## config.mk

```make
export PLATFORM = sky130hd
export DESIGN_NAME = tcc_ctrl
export DESIGN_NICKNAME = d
export VERILOG_FILES = /design/src/design/tcc_pkg.sv /design/src/design/tcc_ctrl.sv
export SDC_FILE = /design/constraint.sdc
export NUM_CORES = 1
export LEC_CHECK = 0
export BUFFER_PORTS_ARGS = -buffer_cell sky130_fd_sc_hd__clkbuf_2
export CAP_MARGIN = 20
export CORE_AREA = 2 2 39 41
export DETAILED_ROUTE_END_ITERATION = 10
export DIE_AREA = 0 0 41 43
export GPL_TIMING_DRIVEN = 0
export PLACE_DENSITY = 0.52
export SLEW_MARGIN = 15
export SYNTH_ARGS = -nofsm -noshare
export SYNTH_HDL_FRONTEND = slang
export SYNTH_SLANG_ARGS = --single-unit
```

## constraint.sdc

```tcl
create_clock -name clock -period 2.7 [get_ports clock]
set_input_delay 0 -clock clock [delete_from_list [all_inputs] [get_ports clock]]
set_output_delay 0 -clock clock [all_outputs]
set_load 0.02 [all_outputs]
```

## src/design/tcc_pkg.sv

```systemverilog
// Shared constants, codes and controller/datapath types for the text console
// cursor engine. No dependencies; every other design file but tcc_ram imports this package.
package tcc_pkg;

   // Screen geometry
   localparam int COLUMNS = 80;
   localparam int ROWS    = 25;
   localparam int CELLS   = COLUMNS * ROWS;
   localparam int BOTTOM  = COLUMNS * (ROWS - 1);

   // Field widths
   localparam int FUNC_W = 1;
   localparam int CHAR_W = 8;
   localparam int CUR_W  = 11;
   localparam int ADDR_W = $clog2(CELLS);
   localparam int SCAN_W = $clog2(CELLS + 1);

   // Cell index constants at cursor width
   localparam logic [CUR_W-1:0] CELL_LAST   = CUR_W'(CELLS - 1);
   localparam logic [CUR_W-1:0] BOTTOM_CELL = CUR_W'(BOTTOM);
   localparam logic [CUR_W:0]   CELLS_EXT   = (CUR_W + 1)'(CELLS);
   localparam logic [CUR_W:0]   COLUMNS_EXT = (CUR_W + 1)'(COLUMNS);

   // Sweep counter limits
   localparam logic [SCAN_W-1:0] SCAN_CELLS  = SCAN_W'(CELLS);
   localparam logic [SCAN_W-1:0] SCAN_LAST   = SCAN_W'(CELLS - 1);
   localparam logic [SCAN_W-1:0] SCAN_BOTTOM = SCAN_W'(BOTTOM);

   // Function codes
   localparam logic [FUNC_W-1:0] FUNC_PUT  = 1'b0;
   localparam logic [FUNC_W-1:0] FUNC_READ = 1'b1;

   // Control codes
   localparam logic [CHAR_W-1:0] CODE_BACKSPACE = 8'd8;
   localparam logic [CHAR_W-1:0] CODE_TAB       = 8'd9;
   localparam logic [CHAR_W-1:0] CODE_NEWLINE   = 8'd10;

   // Datapath operations issued by the controller
   typedef enum logic [2:0] {
      OP_IDLE,
      OP_CLEAR,
      OP_EXEC,
      OP_TAB2,
      OP_SWEEP,
      OP_LOAD
   } tcc_op_type;

   typedef struct packed {
      tcc_op_type op;
   } tcc_cmd_type;

   typedef struct packed {
      logic is_tab;       // offered transaction is a tab put
      logic exec_scroll;  // offered transaction scrolls in its first step
      logic tab_scroll;   // tab second step scrolls
      logic clear_last;   // reset clearing pass at its last cell
      logic sweep_last;   // scroll sweep at its last step
   } tcc_status_type;

endpackage

```

## src/design/tcc_ctrl.sv

```systemverilog
// Controller state machine: reset clearing pass, item sequencing, scroll sweep
// and the response handshake. Depends on tcc_pkg.
module tcc_ctrl import tcc_pkg::*; (
   input  logic           clock,
   input  logic           reset,
   input  logic           req_valid,
   output logic           req_ready,
   output logic           rsp_valid,
   input  logic           rsp_ready,
   input  tcc_status_type status,
   output tcc_cmd_type    cmd
);

   typedef enum logic [2:0] {
      ST_CLEAR,
      ST_IDLE,
      ST_TAB2,
      ST_SWEEP,
      ST_RESPOND
   } state_type;

   state_type state_ff, state_in;
   logic      rsp_valid_ff, rsp_valid_in;

   always_comb begin
      state_in     = state_ff;
      cmd.op       = OP_IDLE;
      rsp_valid_in = rsp_valid_ff && !rsp_ready;
      unique case (state_ff)
         ST_CLEAR: begin
            cmd.op = OP_CLEAR;
            if (status.clear_last) begin
               state_in = ST_IDLE;
            end
         end
         ST_IDLE: begin
            if (req_valid) begin
               cmd.op = OP_EXEC;
               priority if (status.is_tab) begin
                  state_in = ST_TAB2;
               end else if (status.exec_scroll) begin
                  state_in = ST_SWEEP;
               end else begin
                  state_in = ST_RESPOND;
               end
            end
         end
         ST_TAB2: begin
            cmd.op   = OP_TAB2;
            state_in = status.tab_scroll ? ST_SWEEP : ST_RESPOND;
         end
         ST_SWEEP: begin
            cmd.op = OP_SWEEP;
            if (status.sweep_last) begin
               state_in = ST_RESPOND;
            end
         end
         ST_RESPOND: begin
            // hold until the output register is free or being emptied
            if (!rsp_valid_ff || rsp_ready) begin
               cmd.op       = OP_LOAD;
               rsp_valid_in = 1'b1;
               state_in     = ST_IDLE;
            end
         end
         default: begin
            state_in = ST_IDLE;
         end
      endcase
   end

   always_ff @(posedge clock) begin
      if (reset) begin
         state_ff     <= ST_CLEAR;
         rsp_valid_ff <= 1'b0;
      end else begin
         state_ff     <= state_in;
         rsp_valid_ff <= rsp_valid_in;
      end
   end

   assign req_ready = (state_ff == ST_IDLE);
   assign rsp_valid = rsp_valid_ff;

`ifndef SYNTHESIS
   a_rsp_from_respond: assert property (@(posedge clock) disable iff (reset)
      $rose(rsp_valid_ff) |-> $past(state_ff) == ST_RESPOND)
      else $error("response raised outside the respond step");

   a_sweep_to_respond: assert property (@(posedge clock) disable iff (reset)
      (state_ff == ST_SWEEP && status.sweep_last) |=> state_ff == ST_RESPOND)
      else $error("scroll sweep did not finish into the respond step");
`endif

endmodule

```

==> impl_metrics.json, run 1 <==
{
  "outcome": "finished, final reports clean",
  "worstPathArrival_ns": 1.49,
  "period_minus_slack_ns": 1.346,
  "grt_use_total_pct": 9.027,
  "synth.net_count": 46,
  "grt_pass1_wl_microns": 986,
  "leakagePower_nw": 0.1663,
  "vias": 309,
  "ir_worst_vdd_v": 0.0001306,
  "path_delay_family": "compound AO/OA/AOI/OAI gates",
  "end_kind": "flip-flop",
  "dieHeight_microns": 43,
  "first_pass_iters": 4,
  "rows": 14,
  "synth_seq_cells": 4,
  "ys_seq_area_share_pct": 28.96,
  "clk_latency_ns": 0.23,
  "period_share_pct": 49.84,
  "htree_levels": 1,
  "cts_tree": "built",
  "wl_per_cell_microns": 8.857,
  "io_pins": 14,
  "routed_via_density": 4.414,
  "power_density_nw_per_um2": 443.4,
  "grt_max_degree": 9,
  "worst_hold_path_type": "in2reg",
  "portBuffers": 13,
  "slew_violations": 0,
  "critPathMaxStageDelay_ns": 0.45,
  "post-dp-hpwl_microns": 504.2,
  "n_antenna_cell": 0,
  "final_antenna_net_count": 0,
  "synth_cells": 37,
  "synth_warnings": 0,
  "worstPathRequired_ns": 2.84,
  "die_w_microns": 41,
  "initial_utilization_pct": 19.98,
  "numCtsBuffers": 3,
  "synthDistinctLibCells": 18,
  "avgSynthCellArea_sq_um": 7.473,
  "max_freq_ghz": 0.7431,
  "path_clk_slew_ns": 0.04,
  "wirelength_microns": 620,
  "drive_gt1_share_pct": 35.19,
  "synth_area_sq_um": 276.5,
  "antenna_found_initial": 0,
  "placeableCoreArea_sq_um": 1384,
  "nFillCells": 156,
  "cts_repair_resize_count": 0,
  "multi_input_area_sq_um": 192.7,
  "die_area_sq_um": 1763,
  "finalSetupTns_ns": 0,
  "mostFrequentLayoutCells": "13 x clkbuf_2, 8 x nor2_1, 4 x nor2b_1, 4 x dfxtp_1",
  "worst_path_max_delay_cell": "dfxtp_1",
  "crit_buf_inv": 0,
  "final_core_util_pct": 28.48,
  "finalHoldViolations": 0,
  "cap_violations": 0,
  "rsz0062_at_grt": "no",
  "path_class": "reg2reg",
  "layout_commonest_cell": "clkbuf_2",
  "setup_viol": 0,
  "post-route-drc-count": 0,
  "cts_max_path_buffers": 2,
  "maxSlewHeadroom_pct": 82.87,
  "cts-root-buf": "clkbuf_4",
  "crit_fanout": 8,
  "drt_iter0_drc": 3,
  "grt_pass1_vias": 269,
  "max_slew.worst_pin.slew_ns": 0.2567,
  "gp_congestion": 0.6252,
  "finClkSkew_ns": 0.0008316,
  "cts_sinks": 4,
  "crit_chain": "and2b_4 > a32oi_2 > a221oi_1 > a211oi_1",
  "final_nets": 65,
  "cp-start-kind": "flip-flop",
  "grt.overflow.total": 0,
  "area.growth.synth_to_final_pct": 42.53,
  "register_area_sq_um": 80.08
}
==> state kept, by name, indices dropped and copies added (netlist names) <==
signal / count
rsp_valid: 1
state_ff: 3
==> power breakdown <==
part | internal [mW] | switching (mW)
clock network | 0.0496 | 0.0223
logic | 0.0186 | 0.0193
registers | 0.0614 | 0.00371
total | 0.130 | 0.0452
==> metal layers <==
metal  part of all wire [%]  GRT usage (%)  up-vias
met2                     52          13.75        7
met1                     41          8.013      135
met3                    6.8          4.712        0
li1                       -              -      167
met4                      0          8.000        0
met5                      0              0        -
==> final cells by class <==
class / count / area share (%)
tap: 16 / 5.079
sequential: 4 / 20.32
timing repair buffer: 14 / 19.05
clock buffer: 3 / 5.714
multi-input combinational: 32 / 48.89
inverter: 1 / 0.9524
==> per-stage QoR <==
stage / hold slack, ns / std cells / area (sq um) / worst slack (ns) / power (mW)
after CTS: 0.05621 / 70 / 394.1 / 1.357 / 0.1806
after global placement: 0.2239 / 66 / 361.6 / 1.354 / 0.1028
after floorplan: 0.06907 / 37 / 276.5 / 1.504 / 0.08857
after detailed placement: 0.2169 / 66 / 361.6 / 1.375 / 0.1029
after global routing: 0.07507 / 70 / 394.1 / 1.207 / 0.1908
final: 0.06486 / 70 / 394.1 / 1.354 / 0.1748
==> path summary, 6_finish.rpt <==
| kind | from | end | slack [ns] | depth (start not counted) |
|---|---|---|---|---|
| setup / recovery | state_ff[1] | state_ff[0] | 1.35 | 4 |
| hold / removal | status[0] | state_ff[1] | 0.06 | 3 |
| setup reg to reg | state_ff[1] | state_ff[0] | 1.35 | 4 |
| hold reg to reg | rsp_valid | rsp_valid | 0.52 | 2 |
==> tightest hold or removal path, stage by stage <==
cell and delay, ns:
clkbuf_2 0.08, o22a_1 0.13, nor2_1 0.03
==> kinds of logic after synthesis <==
group / after synthesis / share of synthesized area, %
AOI/OAI and AO/OA: 11 / 30.32
buffers and inverters: 1 / 1.356
and+or+nand+nor: 21 / 39.37
DFF: 4 / 28.96
==> synthesized netlist by cell type, drive strengths merged <==
cell type / instances / area, sq um
inv: 1 / 3.750
nor2: 8 / 30.03
dfxtp: 4 / 80.08
nand2b: 2 / 12.51
a21oi: 3 / 15.01
and2: 1 / 6.260
o22a: 1 / 8.760
nand2: 3 / 11.26
a211oi: 1 / 7.510
a22oi: 1 / 7.510
and2b: 2 / 17.52
a32oi: 1 / 16.27
a221oi: 1 / 8.760
o32a: 1 / 10.01
o21ai: 2 / 10.01
or2: 1 / 6.260
nor2b: 4 / 25.02
==> what timing repair did <==
action,CTS,global route
hold endpoints to repair,4,0
hold buffers,1,0
setup buffers,0,0
Power figures use the tool's default switching activity.
==> run 2: changes to the inputs <==
--- a/config.mk
+++ b/config.mk
@@ -5,13 +5,14 @@
 export SDC_FILE = /design/constraint.sdc
 export NUM_CORES = 1
 export LEC_CHECK = 0
+export ABC_AREA = 1
 export BUFFER_PORTS_ARGS = -buffer_cell sky130_fd_sc_hd__clkbuf_2
 export CAP_MARGIN = 20
 export CORE_AREA = 2 2 39 41
 export DETAILED_ROUTE_END_ITERATION = 10
 export DIE_AREA = 0 0 41 43
 export GPL_TIMING_DRIVEN = 0
-export PLACE_DENSITY = 0.52
+export PLACE_DENSITY = 0.56
 export SLEW_MARGIN = 15
 export SYNTH_ARGS = -nofsm -noshare
 export SYNTH_HDL_FRONTEND = slang
==> constraint.sdc (replaced) <==
create_clock -name clock -period 1.4 [get_ports clock]
set_input_delay 0 -clock clock [delete_from_list [all_inputs] [get_ports clock]]
set_output_delay 0 -clock clock [all_outputs]
set_load 0.02 [all_outputs]
==> impl_metrics.json, run 2 <==
{
  "crit_buf_inv": 2,
  "post-dp-hpwl_microns": 599.5,
  "synthTopCellsByArea": "dfxtp_1 24%, nand2_1 14%, nand3_1 12%",
  "comb_power_share_pct": 44.9,
  "portBuffers": 13,
  "rsz0062_at_grt": "no",
  "n_antenna_cell": 0,
  "gp_congestion": 0.7610,
  "initial_utilization_pct": 24.05,
  "end_kind": "primary output",
  "rows": 14,
  "period_share_pct": 89.24,
  "postCtsSetupBuffers": 0,
  "slew_violations": 0,
  "path_delay_family": "buffers and inverters",
  "crit_chain": "buf_6 > nor2_2 > nand3_1 > o21ai_0 > clkbuf_2",
  "worstPathArrival_ns": 1.25,
  "first_pass_iters": 4,
  "die_w_microns": 41,
  "async_flop_share_pct": 0,
  "wl_per_cell_microns": 8.056,
  "path_class": "reg2out",
  "cts_max_path_buffers": 2,
  "dieHeight_microns": 43,
  "routed_via_density": 4.303,
  "synth.net_count": 65,
  "worstPathRequired_ns": 1.40,
  "seqPwrFrac_pct": 27.3,
  "grt_pass1_wl_mm": 1.228,
  "synth_warnings": 0,
  "cts_sinks": 4,
  "worst_path_max_delay_cell": "dfxtp_1",
  "clk_latency_ns": 0.23,
  "grt_use_total_pct": 10.46,
  "path_clk_slew_ns": 0.04,
  "fin_cells": 89,
  "leakagePower_nw": 0.2354,
  "io_pins": 14,
  "cts_repair_resize_count": 0,
  "cellInternalPower_uw": 314.1,
  "setup_viol": 0,
  "drive_gt1_share_pct": 35.62,
  "totalPowerFinal_uw": 511.3,
  "cap_violations": 0,
  "synth.most_common_cell": "nand2_1",
  "cts_tree": "built",
  "grt_max_degree": 11,
  "worst_hold_path_type": "in2reg",
  "placed_cells_incl_taps": 85,
  "synth_cells": 56,
  "grt.overflow.total": 0,
  "cts-root-buf": "clkbuf_4",
  "switching_share_pct": 38.58,
  "layout_commonest_cell": "clkbuf_2",
  "ir_worst_vdd_v": 0.0003963,
  "htree_levels": 1,
  "power_frac_clock_pct": 27.7,
  "largest_register": "state_ff",
  "synth_edf_count": 0,
  "power_switching_uw": 197.3,
  "antenna_found_initial": 0,
  "vias": 383,
  "grt_pass1_vias": 323,
  "reg2reg_slack_ns": 0.30,
  "finalSetupTns_ns": 0,
  "area.growth.synth_to_final_pct": 35.34,
  "largest_reg_flops": 3,
  "finalHoldViolations": 0,
  "finClkSkew_ns": 0.004396,
  "synth_top_area_cell": "dfxtp_1",
  "synth_area_sq_um": 332.8,
  "critPathMaxStageDelay_ns": 0.31,
  "power_density_nw_per_um2": 1135,
  "period_minus_slack_ns": 1.249,
  "max_freq_ghz": 0.8004,
  "cp-start-kind": "flip-flop",
  "final_antenna_net_count": 0,
  "whs_ns": 0.06860,
  "max_slew.worst_pin.slew_ns": 0.2185,
  "synthDistinctLibCells": 16,
  "wirelength_microns": 717,
  "post-route-drc-count": 0,
  "synth-main-ff-cell": "dfxtp_1",
  "mostFrequentLayoutCells": "13 x clkbuf_2, 12 x nand2_1, 8 x nand3_1",
  "placeableCoreArea_sq_um": 1384,
  "crit_fanout": 10,
  "ys_seq_area_share_pct": 24.06,
  "maxSlewHeadroom_pct": 85.42,
  "die_area_sq_um": 1763,
  "ys_top_cells_by_count": "12 x nand2_1, 8 x nand3_1, 7 x inv_1, 5 x nor2_1",
  "drt_iter0_drc": 6,
  "synth_top_cell_area_share_pct": 24.06,
  "outcome": "finished, final reports clean",
  "synth_seq_cells": 4,
  "final_nets": 84,
  "numCtsBuffers": 3,
  "avgSynthCellArea_sq_um": 5.943
}
run 2: stage by stage:
| step | setup slack, ns | cell area [sq um] | utilization [%] |
|---|---|---|---|
| detailed placement | 0.2837 | 417.9 | 30.20 |
| floorplan | 0.4118 | 332.8 | - |
| global route | 0.01191 | 450.4 | 32.55 |
| global placement | 0.2818 | 417.9 | 30.20 |
| CTS | 0.1256 | 450.4 | 32.55 |
| finish | 0.1507 | 450.4 | 32.55 |
run 2: power by group through the flow:
stage	Sequential, mW	Combinational, mW	Clock [mW]
floorplan	0.141	0.172	0
global placement	0.142	0.231	0
detailed placement	0.142	0.231	0
CTS	0.140	0.233	0.149
global route	0.141	0.263	0.160
finish	0.140	0.230	0.142
run 2: what timing repair did:
action                                  CTS  global route
endpoints found under the setup margin    0             0
hold buffers                              1             0
hold endpoints to repair                  4             0
run 2: final timing paths:
check / start / endpoint / depth (start not counted)
setup / recovery: state_ff[0] / cmd[2] / 5
hold / removal: rsp_ready / state_ff[2] / 4
setup reg to reg: state_ff[0] / state_ff[0] / 5
hold reg to reg: rsp_valid / state_ff[2] / 2
run 2: final cells by class:
class,instances,area (sq um)
fill,159,933.4
multi-input combinational,40,192.7
sequential,4,80.08
timing repair buffer,14,75.07
inverter,10,37.54
clock buffer,3,22.52
buffer,2,22.52
tap,16,20.02
run 2: kinds of logic after synthesis:
kind of cell / synth area share (%)
compound gates: 12.41
buf+inv: 18.05
flops: 24.06
simple gates: 45.49
run 2: worst reg2reg max path, cell delays in order, from the launching register on:
cell	delay [ns]
dfxtp_1	0.31
buf_6	0.14
nor2_2	0.19
nand3_2	0.13
a21oi_1	0.18
nor2_1	0.05
run 2: metal layers:
layer	vias to the layer above	part of all wire (%)	GRT usage [%]
met4	0	0.70	8.000
met2	6	50	15.00
met5	-	0	0
met1	160	44	12.30
met3	2	4.5	3.141
li1	215	-	-
==> run 3: changes to the inputs <==
--- a/config.mk
+++ b/config.mk
@@ -9,10 +9,12 @@
 export BUFFER_PORTS_ARGS = -buffer_cell sky130_fd_sc_hd__clkbuf_2
 export CAP_MARGIN = 20
 export CORE_AREA = 2 2 39 41
+export CTS_BUF_LIST = sky130_fd_sc_hd__clkbuf_2
 export DETAILED_ROUTE_END_ITERATION = 10
 export DIE_AREA = 0 0 41 43
 export GPL_TIMING_DRIVEN = 0
 export PLACE_DENSITY = 0.56
+export RECOVER_POWER = 100
 export SLEW_MARGIN = 15
 export SYNTH_ARGS = -nofsm -noshare
 export SYNTH_HDL_FRONTEND = slang
==> impl_metrics.json, run 3 (same netlist as run 2, synthesis figures left out) <==
{
  "worstPathArrival_ns": 1.22,
  "antenna_found_initial": 0,
  "comb_power_share_pct": 47.6,
  "leakagePower_nw": 0.2275,
  "largest_register": "state_ff",
  "wl_per_cell_microns": 8.079,
  "maxSlewHeadroom_pct": 83.50,
  "grt_pass1_wl_mm": 1.228,
  "power_switching_uw": 192.4,
  "fin_cells": 89,
  "mostFrequentLayoutCells": "15 x clkbuf_2, 12 x nand2_1, 9 x nand3_1",
  "die_w_microns": 41,
  "period_share_pct": 87.26,
  "post-place-ws_ns": 0.2837,
  "dieHeight_microns": 43,
  "cts_max_path_buffers": 2,
  "totalPowerFinal_uw": 461.0,
  "cts_tree": "built",
  "clk_latency_ns": 0.20,
  "portBuffers": 13,
  "final_antenna_net_count": 0,
  "finalHoldViolations": 0,
  "period_minus_slack_ns": 1.222,
  "cts-root-buf": "clkbuf_2",
  "drt_iter0_drc": 10,
  "grt.overflow.total": 0,
  "nFillCells": 167,
  "grt_pass1_vias": 323,
  "initial_utilization_pct": 24.05,
  "numCtsBuffers": 3,
  "worst_hold_path_type": "in2reg",
  "n_antenna_cell": 0,
  "path_clk_slew_ns": 0.05,
  "postCtsSetupBuffers": 0,
  "routed_via_density": 4.303,
  "met3_length_microns": 28,
  "post-dp-hpwl_microns": 599.5,
  "drive_gt1_share_pct": 30.14,
  "area.growth.synth_to_final_pct": 29.32,
  "rows": 14,
  "ir_worst_vdd_v": 0.0003597,
  "io_pins": 14,
  "place_area_sq_um": 417.9,
  "die_area_sq_um": 1763,
  "first_pass_iters": 4,
  "power_density_nw_per_um2": 1071,
  "finClkSkew_ns": 0.005153,
  "final_nets": 84,
  "cts_sinks": 4,
  "vias": 383,
  "dr_wl_met2_microns": 356,
  "power_frac_clock_pct": 22.4,
  "cp-start-kind": "flip-flop",
  "max_slew.worst_pin.slew_ns": 0.2486,
  "cellInternalPower_uw": 268.6,
  "whs_ns": 0.09568,
  "wirelength_microns": 719,
  "post-route-drc-count": 0,
  "rsz0062_at_grt": "no",
  "max_freq_ghz": 0.8186,
  "setup_viol": 0,
  "ctsHoldBuffers": 1,
  "seqPwrFrac_pct": 30.0,
  "grt_max_degree": 11,
  "grt_use_total_pct": 10.46,
  "end_kind": "primary output",
  "setup_slack_ns": 0.1784,
  "worstPathRequired_ns": 1.40,
  "placeableCoreArea_sq_um": 1384,
  "placed_cells_incl_taps": 85,
  "htree_levels": 1,
  "largest_reg_flops": 3,
  "layout_commonest_cell": "clkbuf_2",
  "cts_repair_resize_count": 0,
  "wl_met1_microns": 329,
  "finalSetupTns_ns": 0,
  "gp_congestion": 0.7610,
  "outcome": "finished, final reports clean",
  "switching_share_pct": 41.74,
  "final_core_util_pct": 31.10,
  "top_layer_used": "met4",
  "path_class": "reg2out",
  "cap_violations": 0,
  "slew_violations": 0,
  "finalInstanceArea_sq_um": 430.4,
  "crit_fanout": 10
}
==> run 3: cell type report <==
cell class / instances / area [sq um] / share of cell area, %
multi-input cells: 40 / 185.2 / 43.02
flip-flops and latches: 4 / 80.08 / 18.60
repair buffers: 14 / 73.82 / 17.15
inverters: 10 / 37.54 / 8.721
well taps: 16 / 20.02 / 4.651
plain buffers: 2 / 18.77 / 4.360
clock buffers: 3 / 15.01 / 3.488
==> run 3: worst paths after layout <==
path	startpoint	to	slack (ns)	cells after the start
setup / recovery	state_ff[0]	cmd[0]	0.18	5
hold / removal	rsp_ready	state_ff[2]	0.1	4
setup reg to reg	state_ff[0]	state_ff[0]	0.25	5
hold reg to reg	rsp_valid	state_ff[2]	0.51	2
==> run 3: power groups by stage <==
| stage | Sequential [mW] | Clock [mW] | Combinational, mW |
|---|---|---|---|
| after global placement | 0.142 | 0 | 0.231 |
| after detailed placement | 0.142 | 0 | 0.231 |
| after global routing | 0.140 | 0.121 | 0.252 |
| after CTS | 0.140 | 0.111 | 0.233 |
| final | 0.138 | 0.103 | 0.219 |
| after floorplan | 0.141 | 0 | 0.172 |
==> run 3: per-layer routing <==
layer  vias up  GRT usage (%)
met2         6          15.00
met5         -              0
met3         2          3.141
li1        216              -
met1       159          12.30
met4         0          8.000
==> run 3: critical path, cell delays in order, from the launching register on <==
cell and delay [ns]:
dfxtp_1 0.30, buf_4 0.16, nor2_2 0.18, nand3_1 0.11, o21ai_0 0.08, clkbuf_2 0.19
